[src/deq_pkg.sv]
`timescale 1ns / 1ps
`default_nettype none

package deq_pkg;

  localparam int unsigned CmdW   = 3;
  localparam int unsigned DataW  = 32;
  localparam int unsigned OccW   = 5;
  localparam int unsigned StatW  = 2;

  typedef enum logic [CmdW-1:0] {
    CmdPushBack  = 3'd0,
    CmdPushFront = 3'd1,
    CmdPopBack   = 3'd2,
    CmdPopFront  = 3'd3,
    CmdClear     = 3'd4
  } cmd_e;

  typedef enum logic [StatW-1:0] {
    StatDone      = 2'd0,
    StatPushFull  = 2'd1,
    StatPopEmpty  = 2'd2
  } status_e;

  typedef struct packed {
    logic [CmdW-1:0]         cmd;
    logic signed [DataW-1:0] push_value;
  } deq_in_t;

  typedef struct packed {
    logic signed [DataW-1:0] popped_value;
    logic [OccW-1:0]         occupancy;
    logic                    is_empty;
    logic [StatW-1:0]        status;
  } deq_out_t;

endpackage

`default_nettype wire

[src/double_ended_queue.sv]
`timescale 1ns / 1ps
`default_nettype none
// Double-ended queue of signed 32-bit words, DEPTH entries, ring buffer.
// Input channel (in_valid_i / in_ready_o / in_data_i): one command per
//   transfer: push back, push front, pop back, pop front or clear.
// Output channel (out_valid_o / out_ready_i / out_data_o): exactly one
//   result per command: popped word (zero unless a pop succeeded),
//   occupancy after the command, empty flag and status.
// Result path: the transfer edge does the synchronous entry read into the read
//   stage, which loads the output register when it is free; the result is valid there.
// Throughput: one command per clock while the sink keeps taking results, set by
//   the single memory port (each command does at most one write or one read).
// Stall: a held output keeps its result; one more command may sit behind it
//   in the read stage, after which in_ready_o drops until the sink takes one.
// Reset: front index and count go to zero (empty queue), both pipeline
//   stages are emptied. Entry memory is not cleared; only written words are
//   ever read back. Clear works the same way: it just zeroes index and count.
// Undefined command codes leave the queue untouched and report done.
// Occupancy is reported on 5 bits.

module double_ended_queue
  import deq_pkg::*;
#(
  parameter int unsigned DEPTH = 16
) (
  input  wire logic    clk_i,
  input  wire logic    rst_ni,
  input  wire logic    in_valid_i,
  output logic         in_ready_o,
  input  wire deq_in_t in_data_i,
  output logic         out_valid_o,
  input  wire logic    out_ready_i,
  output deq_out_t     out_data_o
);

  localparam int unsigned IdxW = (DEPTH > 1) ? $clog2(DEPTH) : 1;
  localparam int unsigned CntW = $clog2(DEPTH + 1);
  localparam int unsigned SumW = IdxW + 1;

  // queue control state
  logic [IdxW-1:0] front_q, front_d;
  logic [CntW-1:0] count_q, count_d;

  // read stage (waits for memory data)
  logic            s1_valid_q;
  logic            s1_pop_ok_q;
  logic [StatW-1:0] s1_status_q;
  logic [CntW-1:0] s1_count_q;

  // output register
  logic            out_valid_q;
  deq_out_t        out_q;

  // entry memory
  logic signed [DataW-1:0] mem_q [DEPTH];
  logic signed [DataW-1:0] rd_data_q;

  logic            in_fire;
  logic            s1_advance;
  logic            is_full, is_none;
  logic [SumW-1:0] back_sum, last_sum;
  logic [IdxW-1:0] back_idx, last_idx, front_inc, front_dec;
  logic            wr_en, rd_en;
  logic [IdxW-1:0] wr_addr, rd_addr;
  logic            pop_ok;
  logic [StatW-1:0] status;

  // handshakes: read stage drains into the output register when it is free
  assign s1_advance = s1_valid_q && (!out_valid_q || out_ready_i);
  assign in_ready_o = !s1_valid_q || s1_advance;
  assign in_fire    = in_valid_i && in_ready_o;

  assign is_full = (count_q == CntW'(DEPTH));
  assign is_none = (count_q == '0);

  // back slot = front + count, last word = front + count - 1 (mod DEPTH)
  assign back_sum = SumW'(front_q) + SumW'(count_q);
  assign last_sum = back_sum - 1'b1;
  assign back_idx = (back_sum >= SumW'(DEPTH)) ? IdxW'(back_sum - SumW'(DEPTH))
                                               : IdxW'(back_sum);
  assign last_idx = (last_sum >= SumW'(DEPTH)) ? IdxW'(last_sum - SumW'(DEPTH))
                                               : IdxW'(last_sum);
  assign front_inc = (front_q == IdxW'(DEPTH - 1)) ? '0 : front_q + 1'b1;
  assign front_dec = (front_q == '0) ? IdxW'(DEPTH - 1) : front_q - 1'b1;

  // command decode
  always_comb begin
    front_d = front_q;
    count_d = count_q;
    wr_en   = 1'b0;
    rd_en   = 1'b0;
    wr_addr = back_idx;
    rd_addr = last_idx;
    pop_ok  = 1'b0;
    status  = StatDone;
    unique case (in_data_i.cmd)
      CmdPushBack: begin
        if (is_full) begin
          status = StatPushFull;
        end else begin
          wr_en   = 1'b1;
          wr_addr = back_idx;
          count_d = count_q + 1'b1;
        end
      end
      CmdPushFront: begin
        if (is_full) begin
          status = StatPushFull;
        end else begin
          wr_en   = 1'b1;
          wr_addr = front_dec;
          front_d = front_dec;
          count_d = count_q + 1'b1;
        end
      end
      CmdPopBack: begin
        if (is_none) begin
          status = StatPopEmpty;
        end else begin
          rd_en   = 1'b1;
          rd_addr = last_idx;
          pop_ok  = 1'b1;
          count_d = count_q - 1'b1;
        end
      end
      CmdPopFront: begin
        if (is_none) begin
          status = StatPopEmpty;
        end else begin
          rd_en   = 1'b1;
          rd_addr = front_q;
          pop_ok  = 1'b1;
          front_d = front_inc;
          count_d = count_q - 1'b1;
        end
      end
      CmdClear: begin
        front_d = '0;
        count_d = '0;
      end
      default: begin
        // unused codes: no-op
      end
    endcase
  end

  // entry memory: one write or one read per command
  always_ff @(posedge clk_i) begin
    if (in_fire && wr_en) begin
      mem_q[wr_addr] <= in_data_i.push_value;
    end
    if (in_fire && rd_en) begin
      rd_data_q <= mem_q[rd_addr];
    end
  end

  always_ff @(posedge clk_i or negedge rst_ni) begin
    if (!rst_ni) begin
      front_q     <= '0;
      count_q     <= '0;
      s1_valid_q  <= 1'b0;
      out_valid_q <= 1'b0;
    end else begin
      if (in_fire) begin
        front_q <= front_d;
        count_q <= count_d;
      end
      if (in_ready_o) begin
        s1_valid_q <= in_valid_i;
      end
      if (s1_advance) begin
        out_valid_q <= 1'b1;
      end else if (out_ready_i) begin
        out_valid_q <= 1'b0;
      end
    end
  end

  // payload registers, no reset needed
  always_ff @(posedge clk_i) begin
    if (in_fire) begin
      s1_pop_ok_q <= pop_ok;
      s1_status_q <= status;
      s1_count_q  <= count_d;
    end
    if (s1_advance) begin
      out_q.popped_value <= s1_pop_ok_q ? rd_data_q : '0;
      out_q.occupancy    <= OccW'(s1_count_q);
      out_q.is_empty     <= (s1_count_q == '0);
      out_q.status       <= s1_status_q;
    end
  end

  assign out_valid_o = out_valid_q;
  assign out_data_o  = out_q;

endmodule

`default_nettype wire

[config.mk]
export PLATFORM = sky130hd
export DESIGN_NAME = double_ended_queue
export DESIGN_NICKNAME = d
export VERILOG_FILES = /design/src/deq_pkg.sv /design/src/double_ended_queue.sv
export SDC_FILE = /design/constraint.sdc
export NUM_CORES = 1
export LEC_CHECK = 0
export ABC_AREA = 0
export BUFFER_PORTS_ARGS = -buffer_cell sky130_fd_sc_hd__buf_2
export CAP_MARGIN = 30
export CORE_MARGIN = 5
export CORE_UTILIZATION = 40
export DETAILED_ROUTE_END_ITERATION = 10
export GPL_TIMING_DRIVEN = 0
export SYNTH_ARGS = -nofsm -noshare
export SYNTH_HDL_FRONTEND = slang
export SYNTH_SLANG_ARGS = --single-unit
[constraint.sdc]
create_clock -name clk_i -period 5.65 [get_ports clk_i]
set_input_delay 0.565 -clock clk_i [delete_from_list [all_inputs] [get_ports clk_i]]
set_output_delay 0.565 -clock clk_i [all_outputs]
set_load 0.02 [all_outputs]
======== Word level (Yosys, flattened, before mapping) ========
Memories as Yosys holds them, arrays and structs flattened. A register that Yosys moved wholly into a read port is not among the register bits.
Cells that the tools add are included.
storage, ports and cells
  bits in registers ....................... 59
  bits in latches ......................... 0
  bits in writable memories ............... 512
  ROM bits ................................ 0
  input bits .............................. 39
  output and inout bits ................... 42
  word-level logic and storage cells ...... 72
  memories ................................ 1
memory list
  memory  words  bits a word  rd ports  clocked after memory_dff  wr ports  line                      text
  mem_q   16     32           1         1                         1         double_ended_queue.sv:55  logic signed [DataW-1:0] mem_q [DEPTH];
operators by class
  add/sub/neg operators ................... 8
  multiply operators ...................... 0
  div/mod/pow operators ................... 0
  $lt $le $gt $ge ......................... 2
  equal/unequal tests ..................... 8
  shift operators ......................... 0
  mux-type cells .......................... 25
  bitwise gates (word level) .............. 0
  reduce and logical (&&, ||, !) cells .... 17
operator list
  operator                                                   number
  two-way mux 4 bit                                          10
  case mux 5 bit (3 select lines)                            1
  case mux 4 bit (3 select lines)                            1
  subtractor 4 x 1 -> 4 bit (second input constant)          3
  greater-or-equal comparator 5 bit (second input constant)  2
  zero test 5 bit                                            2
  two-way mux 5 bit                                          2
  subtractor 5 x 1 -> 5 bit (second input constant)          2
  two-way mux 1 bit                                          9
  equality test 3 x 2 -> 1 bit (second input constant)       2
  adder 4 x 5 -> 5 bit                                       1
  adder 5 x 1 -> 5 bit (second input constant)               1
  equality test 5 bit (second input constant)                1
  adder 4 x 1 -> 4 bit (second input constant)               1
  equality test 4 bit (second input constant)                1
  logical AND 1 bit                                          4
  zero test 4 bit                                            1
  inequality test 2 bit (second input constant)              2
  case mux 2 bit (2 select lines)                            1
  AND reduction 4 bit                                        1
  OR reduction 2 bit                                         2
  equality test 3 x 1 -> 1 bit (second input constant)       1
  equality test 3 bit (second input constant)                1
  zero test 3 bit                                            1
  other kinds (5)                                            7

======== Logic depth before layout (Yosys ltp) ========
Gate-level depths: netlist of the first run.
  depth after elaboration ................. 8
  mapped depth ............................ 13
  gate-level depth less buffers ........... 11

======== Worst setup path before layout of the first run ========
Ideal clock, no wire load.
  path type ............................... in2reg
  from .................................... in in_data_i[33] (netlist bit)
  to ...................................... mem mem_q[5][0], enable pin
  setup time .............................. 0.421 ns
  arrival ................................. 2.961 ns
  data required time ...................... 5.229 ns
  setup slack ............................. 2.267 ns
  cell stages on the path ................. 6
  buffers on the path ..................... 1
  path through ............................ buf_2 > nor3b_1 > nand2_1 > mux2_2 > nand2_1 > nor2_1
between the ends
  cells in the longest elaborated chain, start to end .. 6
  elaborated cells on any way between the ends .. 8
  classes of those cells .................. 1 x eq/ne; 4 x mux; 3 x reduce/logical
ends and longest elaborated chain
  item                                                                    line                       text
  start, declared                                                         double_ended_queue.sv:30   input wire deq_in_t in_data_i,
  equality test 3 x 1 -> 1 bit / zero test 3 bit (equally long branches)  double_ended_queue.sv:96   unique case (in_data_i.cmd)
  OR reduction 2 bit (no source line)                                     -
  two-way mux 1 bit                                                       -
  logical AND 1 bit                                                       double_ended_queue.sv:149  if (in_fire && wr_en) begin
  two-way mux 1 bit                                                       double_ended_queue.sv:149
  two-way mux 1 bit (implied by the code)                                 double_ended_queue.sv:150  mem_q[wr_addr] <= in_data_i.push_value;
  end, declared                                                           double_ended_queue.sv:55
Several ways; a longest one is shown, not always the timed one.

======== Final worst setup path of the first run ========
  from .................................... reg front_q[0]
  to ...................................... reg rd_data_q[21], read port of mem_q (data pin)
between the ends
  cells in the longest elaborated chain, start to end .. 6
  elaborated cells on any way between the ends .. 7
  classes of those cells .................. 3 x add/sub; 1 x order compare; 3 x mux
ends and longest elaborated chain
  item                                                                                   line                       text
  start, declared                                                                        double_ended_queue.sv:41   logic [IdxW-1:0] front_q, front_d;
  start signal, assigned                                                                 double_ended_queue.sv:165  front_q <= front_d;
  adder 4 x 5 -> 5 bit                                                                   double_ended_queue.sv:77   assign back_sum = SumW'(front_q) + SumW'(count_q);
  subtractor 5 x 1 -> 5 bit                                                              double_ended_queue.sv:78   assign last_sum = back_sum - 1'b1;
  subtractor 4 x 1 -> 4 bit / greater-or-equal comparator 5 bit (equally long branches)  double_ended_queue.sv:81   assign last_idx = (last_sum >= SumW'(DEPTH)) ? IdxW'(last_sum - SumW'(DEPTH))
  two-way mux 4 bit                                                                      double_ended_queue.sv:81
  two-way mux 4 bit                                                                      double_ended_queue.sv:127  if (is_none) begin
  two-way mux 4 bit *                                                                    -
  end, declared                                                                          double_ended_queue.sv:56   logic signed [DataW-1:0] rd_data_q;
Mark *: on every way between the ends. The rest lies on a longest branch, timed or not.
A chain may end at the register's enable or synchronous reset.

==> results.md, run 1 <==
Global routing:
- The number of global-route vias before repair was roughly 12k.
- The all-layer global routing usage is 15.71%.
- The initial antenna violation count is 2.
- Entering global routing, the biggest net connects 23 pins.
- For this run the aggregate overflow at the end of global routing stands at 0.
- The wire length of the first global-routing pass is just under 80,000 µm.

Timing:
- The relative slew slack is between 30 and 40%.
- Setup repair after global routing left no endpoint under its margin.
- The final-report max-slew violation count is 0.
- The final hold violation count came to 0.
- Setup violations remaining at the end of the flow were counted as 0.
- For the final database, setup skew stands at 0.01799 ns.
- Derived from the worst setup path, the maximum achievable clock frequency is 236.3 MHz.
- The transition time at the pin with the least slew margin is 0.9925 ns.
- The sum of negative setup slack is 0 ns.
- Of the available clock period, the critical path in the final layout requires 74.91%.
- The smallest clock period supported by the final layout is computed as 4.232 ns.

Critical path:
- The category of the worst setup path launch point is a flip-flop.
- Data arrives at the worst endpoint at 4.63 ns.
- The signal on the critical path passes through ha_1, fa_1, inv_1, ha_1, xor3_2, o21ai_1, nand2_2, buf_4, clkbuf_4, mux2i_1, mux4_2, mux2i_1.
- The critical path class is reg -> reg.
- The critical path contains buffers and inverters numbering 3 combined.
- For the worst setup path, the data required time is about 6.0 ns.
- The critical path capture point type is a flip-flop.
- The slowest stage of the critical path is the sky130_fd_sc_hd__fa_1 cell.
- For this run, the slowest stage of the critical path takes 0.54 ns.
- The maximum fanout count along the critical path is 10.
- In this design, the largest share of critical-path delay is due to adder cells.

Cells and area:
- Cells fill 46.89% of the core in the end.
- After routing the design area is 28,140 µm².
- The share of cells above drive strength 1 is approximately 23%.
- The library cell used most frequently in the layout, excluding fill and tap cells, is sky130_fd_sc_hd__edfxtp_1.
- Excluding fillers, the count of instances in the completed layout stands at 2,216.
- Leaving out fill and tap cells, the most frequent cells in the layout are sky130_fd_sc_hd__edfxtp_1, sky130_fd_sc_hd__mux2i_1, sky130_fd_sc_hd__buf_2.
- The number of nets at the end of the flow is 1,431.
- The area growth from synthesis to layout is 16.90%.

Synth:
- The number of nets handed over by synthesis was approximately 1.3k.
- In the post-synthesis netlist, the biggest area contributors are sky130_fd_sc_hd__edfxtp_1, sky130_fd_sc_hd__mux2i_1, sky130_fd_sc_hd__mux4_2, sky130_fd_sc_hd__dfrtp_1, sky130_fd_sc_hd__and2_1.
- The count of mapped cells out of synthesis is 1,221.
- The number of library cell types mapped by synthesis is 55.
- The number of flip-flops and latches in the synthesized netlist is 603.
- In this run the biggest area consumer among cell types represents 73.85% of the synthesized area.
- The count of yosys warnings during synthesis is 0.
- After synthesis, flip-flops and latches occupy approximately three quarters of the total area.
- The post-synthesis instance area is 24,070 µm².
- Of all cell types, the one taking the most synthesized area is sky130_fd_sc_hd__edfxtp_1.
- The mean instance size in the synthesized netlist is 19.72 µm².

Die:
- From bottom edge to top edge, the die measures 255.3 µm.
- The site row count is 90.
- Once the floorplan was initialized, standard cells occupied 40.11% of the core.
- From left edge to right edge, the die measures roughly 260 µm.
- The number of placed I/O pins is 81.
- The die footprint is 65,190 µm².
- The core region is 60,020 µm².

CTS:
- The clock passes through at most 3 buffers.
- Clock-pin slew was measured on the worst setup and hold paths at 0.06 ns.
- The clock root buffer is sky130_fd_sc_hd__clkbuf_16.
- The count of instances resized after the clock tree is built is 0.
- The number of clock sinks is about 600.
- Buffers inserted to repair hold after CTS numbered 1.
- Clock latency on the worst-skew pair, taken at its later pin, is 0.62 ns.
- The clock tree from TritonCTS is done.
- Clock tree synthesis inserted a total of around 60 buffers.
- Once the clock tree was built, the setup fixing pass inserted 0 buffers.
- The H-tree depth is 2.

Run:
- Across the run, the number of max-cap violations was 0.

Place:
- In this run the cell area measured after placement is 26,020 µm².
- The total placed cells including tap cells is 2,102.
- Buffers placed on the I/O ports in this run total 79.
- The final weighted congestion in routability-driven placement is 0.7795.
- The wire-length estimate of the detail-placed layout is 33,760 µm.

Route:
- The remaining number of nets flagged by the antenna check after routing is 0.
- The vias after detailed routing is 11.64k.
- The count of routing violations after the opening detailed-route iteration is about 810.
- The final wirelength is 52,080 µm.
- In the final routed layout, each cell accounts on average for about 24 µm.
- Before antenna repair, the detailed router went through 5 iterations.
- The detailed-route vias per instance is 5.254.
- The final routed DRC violation total is 0.

Min path:
- The worst hold path belongs to the class in -> reg.

Run status:
- The run finished with clean final reports.
-- routing by layer --
| metal | vias to the layer above | routed length (µm) | track usage [%] |
|---|---|---|---|
| met4 | 0 | 1052 | 4.259 |
| met5 | - | 0 | 0 |
| met3 | 81 | 2417 | 2.794 |
| met2 | 276 | 26050 | 26.79 |
| met1 | 6052 | 22550 | 21.03 |
| li1 | 5234 | - | - |
-- path summary, 6_finish.rpt --
path                                 from            end  slack (ns)  depth (start not counted)
max                            front_q[0]  rd_data_q[21]        1.42                         12
max in group asynchronous          rst_ni     count_q[0]        5.04                          2
max reg2reg                    front_q[0]  rd_data_q[21]        1.42                         12
min in group asynchronous          rst_ni     front_q[1]        0.37                          2
min                            in_valid_i     s1_valid_q        0.17                          2
min reg2reg                s1_status_q[0]  out_data_o[0]        0.43                          0
-- synthesized netlist by cell type, drive strengths merged --
cell type,count
o221ai,2
o21ai,21
or4b,1
nand2b,5
a21o,2
a22oi,4
mux4,64
or4,1
fa,1
and3,5
nor3b,1
a211oi,2
inv,9
edfxtp,592
nor3,5
a221oi,1
a32oi,2
nand2,29
o21a,2
xnor2,1
and3b,1
xor2,5
xor3,1
and2,34
nand3b,2
o22ai,1
xnor3,1
mux2i,286
a32o,1
o31ai,3
o31a,1
mux2,7
dfrtp,11
nand3,8
a21oi,11
nor4b,1
o41ai,1
nor2,30
o211ai,2
buf,34
ha,8
a31oi,1
clkbuf,21
-- sequential cells by signal (all words and copies together), names as in the netlist --
register,flops
mem_q,512
s1_valid_q,1
s1_count_q,5
rd_data_q,32
out_data_o,40
count_q,5
s1_pop_ok_q,1
front_q,4
out_valid_o,1
s1_status_q,2
-- cell type report --
type	count	area (µm²)
Timing Repair Buffer	101	864.6
Inverter	9	33.78
Clock inverter	37	539.3
Antenna cell	1	2.502
Tap cell	782	978.4
Buffer	55	349.1
Multi-Input combinational cell	554	5767
Clock buffer	74	1554
Sequential cell	603	18050
Fill cell	4995	31880
-- through the flow --
| stage | setup WS, ns | hold slack [ns] |
|---|---|---|
| after CTS | 1.383 | 0.1317 |
| after floorplan | 2.268 | 0.2694 |
| after global placement | 0.3325 | 0.4111 |
| final | 1.418 | 0.1739 |
| after global routing | 1.230 | 0.1546 |
| after detailed placement | 1.456 | 0.4197 |
-- cell families after synthesis --
logic type                 count (synthesis)  share of synthesized area [%]
muxes                                    357                          18.21
xor gates and xnor gates                   8                         0.4937
DFF                                      603                          74.99
buffers and inverters                     64                          1.590
AOI/OAI and AO/OA                         57                          1.512
adders and majority gates                  9                         0.4990
and+or+nand+nor                          123                          2.708
-- worst register-to-register path, delay by kind of cell (launching register included) --
| kind | cells | cell delay (ns) |
|---|---|---|
| AOI/OAI and AO/OA | 1 | 0.26 |
| buffers and inverters | 3 | 0.56 |
| and+or+nand+nor | 1 | 0.25 |
| adders and majority gates | 3 | 1.02 |
| muxes | 3 | 0.95 |
| xor gates and xnor gates | 1 | 0.48 |
| DFF | 1 | 0.49 |
Power of run 1 is not shown: default switching activity piles up to over one toggle a cycle in this logic, so the estimate is an artifact.
==> inputs of run 2 (changes only) <==
==> constraint.sdc (replaced) <==
create_clock -name clk_i -period 3.7 [get_ports clk_i]
set_input_delay 0.37 -clock clk_i [delete_from_list [all_inputs] [get_ports clk_i]]
set_output_delay 0.37 -clock clk_i [all_outputs]
set_load 0.02 [all_outputs]
==> run 2 against run 1 <==
Net effect: routed wire length is essentially flat; via count shrank 0.12%; utilization grew 0.27 points; non-clock buffer count grew 5.
==> results.md, run 2 (synthesis gave the netlist of run 1 again) <==
Critical path:
- The buffers plus inverters on the worst setup path was 3 (unchanged).
- The startpoint of the worst register-to-register path is front_q[0] (unchanged).
- The maximum fanout count along the critical path is 10 (unchanged).
- The critical path class is reg -> reg (unchanged).
- The data arrival time of the critical path came to 3.99 ns (was 4.63 ns).
- The dominant cell type by count on the critical path is sky130_fd_sc_hd__ha_1.
- The category of the worst setup path launch point is a flip-flop (unchanged).
- The reg-to-reg critical path endpoint is rd_data_q[22] (was rd_data_q[21]).
- The cell with the biggest individual delay on the critical path is sky130_fd_sc_hd__fa_1 (unchanged).
- The worst endpoint required time is 4.12 ns (was 6.04 ns).
- The slack of the worst reg-to-reg path was 0.13 ns (was 1.42 ns).
- Critical-path cell list: ha_1, fa_1, inv_1, ha_1, xor3_2, o21ai_2, nand2_4, buf_6, clkbuf_4, mux2i_1, mux4_2, mux2i_2 (was ha_1, fa_1, inv_1, ha_1, xor3_2, o21ai_1, nand2_2, buf_4, clkbuf_4, mux2i_1, mux4_2, mux2i_1).
- The stage delay of the slowest cell on the critical path was 0.54 ns (about the same).
- The depth of the worst register-to-register path is 12 (unchanged).
- The critical path capture point type is a flip-flop (unchanged).
- The cell class contributing the biggest share of worst-path delay was adder cells (unchanged).

Cells and area:
- The final design instance area without fill came to 28,300 µm² (was 28,140 µm²).
- The commonest non-fill, non-tap cell in the layout is sky130_fd_sc_hd__edfxtp_1 (unchanged).
- Leading cell types in the layout, fill and taps excluded: sky130_fd_sc_hd__edfxtp_1, sky130_fd_sc_hd__mux2i_1, sky130_fd_sc_hd__buf_2 (unchanged).
- The number of flip-flops in the largest register is 512 (unchanged).
- The area growth from synthesis to layout was 17.56% (was 16.90%).
- The register with the most flip-flops is mem_q (unchanged).
- The number of nets at the end of the flow is 1,436 (was 1,431).
- The fill cell total of the finished layout came to 4,974 (was 4,995).
- The share of cells above drive strength 1 is 23.57% (was 22.61%).
- The final standard cell count with taps included and fillers excluded is 2,221 (was 2,216).
- The area of all sequential standard cells came to 18,050 µm² (about the same).
- The footprint of the multi-input gates was 5808 µm² (was 5767 µm²).

CTS:
- The clock latency reported for the late side of the worst-skew pair came to 0.62 ns (about the same).
- The H-tree depth was 2 (unchanged).
- The number of CTS-inserted buffers was 59 (unchanged).
- The clock tree from TritonCTS is done (unchanged).
- The number of clock sinks is 603 (unchanged).
- The clock root buffer is sky130_fd_sc_hd__clkbuf_16 (unchanged).
- The clock transition at the register clock pins on the worst setup and hold paths after CTS is 0.06 ns (about the same).
- The largest buffer count on any clock path was 3 (unchanged).

Place:
- The placed standard-cell area is 26,020 µm² (unchanged).
- The number of input and output port buffers inserted is 79 (unchanged).
- The final weighted congestion in routability-driven placement is 0.7795 (unchanged).
- The total placed cells including tap cells was 2,102 (unchanged).
- The HPWL reported at the end of detailed placement came to 33,760 µm (unchanged).

Timing:
- The final hold violation count is 0 (unchanged).
- The relative slew slack is 43.39% (was 33.83%).
- Setup repair after global routing missed its margin: false (unchanged).
- The final-report max-slew violation count came to 0 (unchanged).
- The top achievable clock speed is 280.0 MHz (was 236.3 MHz).
- The fraction of the cycle the final worst path needs is 96.53% (was 74.91%).
- The largest clock skew in the final design is 0.01889 ns (was 0.01799 ns).
- The transition time at the pin with the least slew margin is 0.8492 ns (was 0.9925 ns).
- The sum of negative setup slack came to 0 ns (unchanged).
- The setup-violating endpoint count in the final report is 0 (unchanged).
- The final critical-path required period is 3.572 ns (was 4.232 ns).

Global routing:
- The all-layer global routing usage was 15.76% (was 15.71%).
- The pin count of the biggest net entering global routing is 23 (unchanged).
- The wire length of the first global-routing pass is 78,170 µm (was 77,920 µm).
- The number of global-route vias before repair came to 12.13k (was 12.12k).
- The residual overflow from global routing is 0 (unchanged).
- The initial antenna violation count is 2 (unchanged).

Route:
- The final routed DRC violation total is 0 (unchanged).
- The vias after detailed routing is 11.63k (was 11.64k).
- The remaining number of nets flagged by the antenna check after routing was 0 (unchanged).
- The average routed wire per standard cell was 23.46 µm (was 23.50 µm).
- The first-pass iteration count of the detailed router was 5 (unchanged).
- The final wirelength is 52,110 µm (was 52,080 µm).
- The count of routing violations after the opening detailed-route iteration came to 753 (was 812).
- The detailed-route vias per instance is 5.236 (was 5.254).

Min path:
- The count of cells along the worst hold path is 3 (was 2).
- The start point of the worst min-delay path is out_ready_i (was in_valid_i).
- The kind of path behind the tightest hold check is in -> reg (unchanged).
- The worst hold endpoint was out_valid_o (was s1_valid_q).

Run:
- The max-cap check violation count is 0 (unchanged).

Die:
- The die outline width is 255.3 µm (unchanged).
- The placeable core region is 60,020 µm² (unchanged).
- The starting density of the core is 40.11% (unchanged).
- The number of placed I/O pins came to 81 (unchanged).
- The die footprint came to 65,190 µm² (unchanged).
- The die height is 255.3 µm (unchanged).
- The site row count is 90 (unchanged).

Run status:
- Status: complete, no violations (unchanged).
==> run 2: cell types whose count changed in the layout (fill, tap and decap cells not counted), sizes merged <==
cell	delta
dlygate4sd3	+1
buf	+4
==> run 2: final cells by class <==
class,count,area share [%]
diodes,1,0.008842
plain buffers,54,1.437
clock buffers,74,5.491
clock inverters,37,1.905
inverters,9,0.1194
multi-input cells,554,20.52
flip-flops and latches,603,63.79
well taps,782,3.457
repair buffers,107,3.267
==> run 2: how the worst max path moves through the flow <==
stage                    start       endpoint  depth (start not counted)
floorplan           front_q[0]    mem_q[5][0]                          6
global placement    front_q[1]  mem_q[11][14]                          8
detailed placement  front_q[0]  rd_data_q[21]                         12
CTS                 count_q[1]   rd_data_q[5]                          9
global route        front_q[0]  rd_data_q[22]                         12
finish              front_q[0]  rd_data_q[22]                         12
==> run 2: metal layers <==
metal	vias up	routed length [µm]	track usage, %
met5	-	0	0
met4	0	1075	4.229
met3	83	2321	2.774
met2	265	26000	26.79
met1	6044	22720	21.22
li1	5237	-	-
==> run 2: repair_timing <==
action,in CTS,in global routing
buffers inserted,5,0
setup endpoints to repair,32,2
hold buffers,2,0
gates cloned,0,0
pin swaps,2,0
resized for setup,25,4
hold endpoints to repair,12,0
==> run 2: per-stage QoR <==
stage	hold WS, ns	setup WS, ns	utilization [%]
after floorplan	0.07441	0.3413	-
after global placement	0.2706	-1.617	42.40
after detailed placement	0.2843	-0.4944	43.36
after CTS	0.01178	0.1158	47.10
after global routing	0.06780	0.0004352	47.15
final	0.04791	0.1285	47.15
==> run 2: worst reg2reg max path, cell delays in order (launching register included) <==
cell and delay, ns:
sky130_fd_sc_hd__dfrtp_2 0.47, sky130_fd_sc_hd__ha_1 0.25, sky130_fd_sc_hd__fa_1 0.54, sky130_fd_sc_hd__inv_1 0.06
sky130_fd_sc_hd__ha_1 0.19, sky130_fd_sc_hd__xor3_2 0.25, sky130_fd_sc_hd__o21ai_2 0.14, sky130_fd_sc_hd__nand2_4 0.15
sky130_fd_sc_hd__buf_6 0.19, sky130_fd_sc_hd__clkbuf_4 0.24, sky130_fd_sc_hd__mux2i_1 0.16, sky130_fd_sc_hd__mux4_2 0.51
sky130_fd_sc_hd__mux2i_2 0.24
Power of run 2 is left out for the same reason.
